**src/hdl/hfl_pkg.sv**
```systemverilog
// Package for the hash factorize labeler: sizes, payload and control types.
// No dependencies; used by every module under hdl.
package hfl_pkg;
	localparam int TABLE_ENTRIES = 4096;
	localparam int KEY_WIDTH = 64;
	localparam int IDX_W = $clog2(TABLE_ENTRIES);
	localparam int CNT_W = IDX_W + 1;
	localparam int QDEPTH = 2;

	localparam logic [2:0] REG_SKIP = 3'd0;
	localparam logic [2:0] REG_MASKED = 3'd1;
	localparam logic [2:0] REG_USE_KEY = 3'd2;
	localparam logic [2:0] REG_MKEY = 3'd3;
	localparam logic [2:0] REG_SENT = 3'd4;
	localparam logic [2:0] REG_FIRST = 3'd5;

	typedef struct packed {
		logic [63:0] key;
		logic missing_flag;
		logic last_item;
	} in_item_t;

	typedef struct packed {
		logic signed [31:0] label;
		logic is_new;
		logic table_full;
		logic last_result;
	} out_item_t;

	// request handed from front to back
	typedef struct packed {
		logic [KEY_WIDTH-1:0] key;
		logic missing;
		logic last_item;
	} req_t;

	typedef enum logic [2:0] {
		B_IDLE, B_HASH1, B_HASH2, B_READ, B_CHECK, B_CLEAR
	} bstate_t;
endpackage

```
**src/hdl/hfl_front.sv**
```systemverilog
// Front end: accepts items, classifies missing, and queues requests.
// Depends on hfl_pkg.
module hfl_front (
	input logic clk,
	input logic arst_n,
	input logic take,
	input hfl_pkg::in_item_t item,
	input logic masked_mode,
	input logic use_missing_key,
	input logic [63:0] missing_key,
	input logic pop,
	output logic q_valid,
	output logic q_full,
	output hfl_pkg::req_t q_head
);
	import hfl_pkg::*;
	req_t mem_q [QDEPTH];
	logic [0:0] wp_q, rp_q;
	logic [1:0] cnt_q;
	req_t r;

	always_comb begin
		r.key = item.key[KEY_WIDTH-1:0];
		r.last_item = item.last_item;
		if (masked_mode) r.missing = item.missing_flag;
		else r.missing = use_missing_key &&
			(item.key[KEY_WIDTH-1:0] == missing_key[KEY_WIDTH-1:0]);
	end

	always_ff @(posedge clk) begin
		if (take) mem_q[wp_q] <= r;
	end

	always_ff @(posedge clk or negedge arst_n) begin
		if (!arst_n) begin
			wp_q <= '0; rp_q <= '0; cnt_q <= '0;
		end else begin
			if (take) wp_q <= wp_q + 1'b1;
			if (pop) rp_q <= rp_q + 1'b1;
			cnt_q <= cnt_q + {1'b0, take} - {1'b0, pop};
		end
	end

	assign q_valid = cnt_q != 2'd0;
	assign q_full = cnt_q == 2'(QDEPTH);
	assign q_head = mem_q[rp_q];
endmodule

```
**config.mk**
```make
export PLATFORM = sky130hd
export DESIGN_NAME = hfl_front
export DESIGN_NICKNAME = d
export VERILOG_FILES = /design/src/hdl/hfl_pkg.sv /design/src/hdl/hfl_front.sv
export SDC_FILE = /design/constraint.sdc
export NUM_CORES = 1
export LEC_CHECK = 0
export ABC_AREA = 1
export BUFFER_PORTS_ARGS = -buffer_cell sky130_fd_sc_hd__buf_2
export CAP_MARGIN = 20
export CORE_MARGIN = 2
export CORE_UTILIZATION = 40
export CTS_BUF_LIST = sky130_fd_sc_hd__clkbuf_4
export CTS_CLUSTER_DIAMETER = 60
export DETAILED_ROUTE_END_ITERATION = 12
export PLACE_DENSITY = 0.69
export SLEW_MARGIN = 20
export SYNTH_ARGS = -nofsm -noshare
export SYNTH_HDL_FRONTEND = slang
export SYNTH_SLANG_ARGS = --single-unit
```
**constraint.sdc**
```tcl
create_clock -name clk -period 3.6 [get_ports clk]
set_clock_uncertainty 0.2 [all_clocks]
set_input_delay 0.36 -clock clk [delete_from_list [all_inputs] [get_ports clk]]
set_output_delay 0.36 -clock clk [all_outputs]
set_load 0.005 [all_outputs]
```
# Word-level counts from Yosys, hierarchy flattened
# Memory sizes are Yosys's and may differ from the RTL's.
# Index checks and enable logic that the tools add are counted.
[classes]
n_addsub = 4
n_mul = 0
div_mod_pow = 0
order_cmp = 0
n_eq_ne = 2
shifts = 0
muxes = 3
n_bitwise = 0
reduce_logical = 2
[ops]
columns = ["operator", "n"]
rows = [
  ["equality test 64 bit", 1],
  ["two-way mux 1 bit", 3],
  ["adder 1 bit (second input constant)", 2],
  ["adder 2 x 1 -> 2 bit", 1],
  ["equality test 2 bit (second input constant)", 1],
  ["nonzero test 2 bit", 1],
  ["subtractor 2 x 1 -> 2 bit", 1],
  ["logical AND 1 bit", 1],
]
[totals]
register_bits = 4
latch_bits = 0
ramBits = 132
rom_bits = 0
input_bits = 136
out_inout_bits = 68
wordCells = 15
mem_count = 1
[mem_list]
columns = ["memory", "depth", "word_bits", "rd", "rd_ports_with_merged_regs", "wr", "line", "text"]
rows = [
  ["mem_q", 2, 66, 1, 0, 1, "hfl_front.sv:17", "req_t mem_q [QDEPTH];"],
]

# Logic depth before layout (Yosys ltp)
[depth]
word_depth = 3
ltp_mapped = 10
mapped_depth_nobuf = 10

# Worst setup path before layout
# No wires, ideal clock.
[synth_path]
path_type = "reg-to-reg"
startpoint = "register wp_q"
endpoint = "memory mem_q[0][0] (netlist name) (enable)"
setup_ns = 0.492
t_arrival_ns = 3.169
t_required_ns = 2.908
path_slack_ns = -0.261
path_stages_with_launch = 2
n_path_buf = 0
period_less_slack_ns = 3.861
path_cell_list = "dfrtp_1 -> nor2_1"
[synth_rtl]
columns = ["item", "line", "text"]
rows = [
  ["from (decl)", "hfl_front.sv:18", "logic [0:0] wp_q, rp_q;"],
  ["from (signal assigned)", "hfl_front.sv:38", "if (take) wp_q <= wp_q + 1'b1;"],
  ["to (decl)", "hfl_front.sv:17", ""],
]
# Straight into the memory's write port.

==> impl_metrics.py <==
metrics = {
    "status": {
        "outcome": "complete, no violations",
    },
    "sta": {
        "fmax_ghz": 0.366,
        "worst_slack_ns": 0.865,
        "max-slew-margin-rel_pct": 62.0,
        "holdWs_ns": 0.280,
        "tightest_slew_ns": 0.570,
        "finalHoldViolCount": 0,
        "slew_violations": 0,
        "finalCritPeriodShare_pct": 76.0,
        "period_needed_ns": 2.74,
        "finalSetupViolations": 0,
        "final.setup.tns_ns": 0,
        "rsz0062_at_grt": "false",
    },
    "yosys": {
        "yosysTopAreaCell": "edfxtp_1",
        "syn_inst": 512,
        "yosys-top-cells-area": "edfxtp_1 (63%), nand2_1 (7.7%), mux2_4 (7.2%)",
        "synth_top_area_share_pct": 63.5,
        "yosysWarnings": 0,
        "syn_area_um2": 6240,
        "ys_ff_latch": 136,
        "ys_types": 16,
        "synthesis.nets": 650,
        "ys_seq_area_share_pct": 65.1,
        "avgSynthCellArea_um2": 12.2,
    },
    "floorplan": {
        "fp.coreArea_um2": 15200,
        "die_width_um": 129,
        "initial_core_util_pct": 41.1,
        "die_y_um": 129,
        "rows": 45,
        "die_area_um2": 16600,
        "io_pins": 204,
    },
    "setup_path": {
        "cp-start-kind": "flop",
        "path_max_fanout": 35,
        "cp_data_required_time_ns": 3.04,
        "crit_type": "flop to primary output",
        "cp.arrival_ns": 2.18,
        "worstSetupEndpointType": "primary output",
    },
    "cts": {
        "numCtsBuffers": 17,
        "cts_tree": "done",
        "ctsRootBufferMaster": "clkbuf_4",
        "cts_sinks": 136,
        "cts_max_level": 4,
        "ctsResizeCount": 0,
        "clockBufferDepth": 2,
        "clkSlewWorstSetupHoldPaths_ns": 0.11,
        "clock_latency_ns": 0.51,
    },
    "final_layout": {
        "final_nets": 941,
        "drive_gt1_share_pct": 37.4,
        "syn_to_final_growth_pct": 35.9,
        "fin_area_um2": 8480,
        "final_util_pct": 55.8,
    },
    "place": {
        "hpwl_um": 10200,
        "place_area_um2": 7500,
        "gp_congestion": 0.754,
        "pre_cts_ws_ns": 1.39,
        "place.port_buffers": 203,
    },
    "power_and_ir_drop": {
        "p_leak_nw": 3.87,
        "p_per_area_nw_per_um2": 559,
        "peakVddDrop_uv": 340,
    },
    "drt": {
        "drcViolationCount": 0,
        "first_pass_iters": 4,
        "routed_via_density": 4.47,
        "drt-initial-drc-count": 207,
        "wl_um": 14900,
        "wl_per_cell_um": 14.8,
        "drtAntennaViolNets": 0,
        "routed-via-count": 4492,
    },
    "global_routing": {
        "grt_pass1_wl_um": 22500,
        "grt_max_degree": 36,
        "first_global_vias": 4624,
        "overflow": 0,
        "antenna_found_initial": 1,
        "track_usage_pct": 18.2,
    },
    "worst_hold_path": {
        "min_path_type": "input port to flop",
    },
    "flow_run": {
        "max-cap-violations": 0,
    },
}
-- cell families (layout without fill, tap and decap cells) --
| family | count (synthesis) | in the layout | synth area share, % |
|---|---|---|---|
| AOI/OAI and AO/OA | 21 | 21 | 1.70 |
| xor gates and xnor gates | 16 | 16 | 2.25 |
| adders and majority gates | 2 | 2 | 0.401 |
| buffers and inverters | 90 | 394 | 5.89 |
| DFF | 136 | 136 | 65.1 |
| muxes | 66 | 66 | 13.7 |
| other | 0 | 1 | 0 |
| and+or+nand+nor | 181 | 181 | 10.9 |
-- final timing paths --
check	end	depth (start not counted)	slack [ns]	start
max in group asynchronous	rp_q	3	2.49	arst_n
min reg2reg	wp_q	1	0.34	wp_q
max reg2reg	mem_q[1][54]	3	1.67	wp_q
max	q_head[50]	3	0.86	rp_q
min in group asynchronous	wp_q	3	0.52	arst_n
min	mem_q[1][1]	6	0.28	missing_key[61]
-- per-layer routing --
layer  global-route usage (%)  vias up  part of all wire, %
li1                         -     2278                    -
met1                     21.5     2043                   43
met2                     31.2      152                   49
met3                     5.28       19                  5.6
met4                     7.10        0                  1.7
met5                        0        -                    0
-- repair_timing --
item	CTS	global route
setup buffers	0	0
endpoints found under the hold margin	140	0
hold buffers	71	0
-- registers in the layout (all words and copies together), names as in the netlist --
signal,count
cnt_q,2
mem_q,132
rp_q,1
wp_q,1
-- where the power goes --
group          total, W  internal [W]  leakage, nW  switching, W
clock network  0.000959      0.000410        0.134      0.000550
registers       0.00228       0.00210         1.29      0.000174
logic           0.00151      0.000837         2.45      0.000672
total           0.00474       0.00335         3.87       0.00139
-- layout by cell type (no fill, tap or decap), types with 2 or more instances in the layout --
master | synthesis | final
clkinvlp_4 | 0 | 4
mux2_4 | 30 | 30
clkbuf_4 | 0 | 18
clkinv_2 | 0 | 3
xor2_1 | 3 | 3
xnor2_1 | 13 | 13
ha_1 | 2 | 2
buf_4 | 1 | 4
inv_1 | 83 | 82
o21ai_0 | 20 | 20
bufinv_16 | 0 | 2
edfxtp_1 | 132 | 132
mux2_2 | 36 | 36
dlygate4sd3_1 | 0 | 71
dfrtp_1 | 4 | 3
clkinv_1 | 0 | 4
buf_2 | 3 | 203
nand2_1 | 128 | 128
nand3_1 | 3 | 3
nor2_1 | 50 | 49
-- cells in the mapped netlist, drive strengths merged --
master and number:
dfrtp 4, nand2 128, ha 2, o21ai 20, o22ai 1, nand3 3
nor2 50, xor2 3, buf 7, mux2 66, edfxtp 132, inv 83
xnor2 13
-- cell type report --
cell class	count	area (um2)
fill	1279	6720
inverter	83	313
multi-input combinational	286	1820
clock buffer	18	135
clock inverter	14	133
antenna	1	2.50
sequential	136	4070
timing repair buffer	279	1780
tap	188	235
-- through the flow --
stage / instances / power (W)
2_1_floorplan: 512 / 0.00318
3_3_place_gp: 901 / 0.00376
3_5_place_dp: 901 / 0.00378
4_1_cts: 1004 / 0.00481
5_1_grt: 1005 / 0.00503
6_report: 1005 / 0.00474
-- critical path: stages (launching register included) --
cell	delay, ns
dfrtp_4	0.81
buf_12	0.34
mux2_2	0.38
buf_2	0.13
Power figures use the tool's default switching activity.
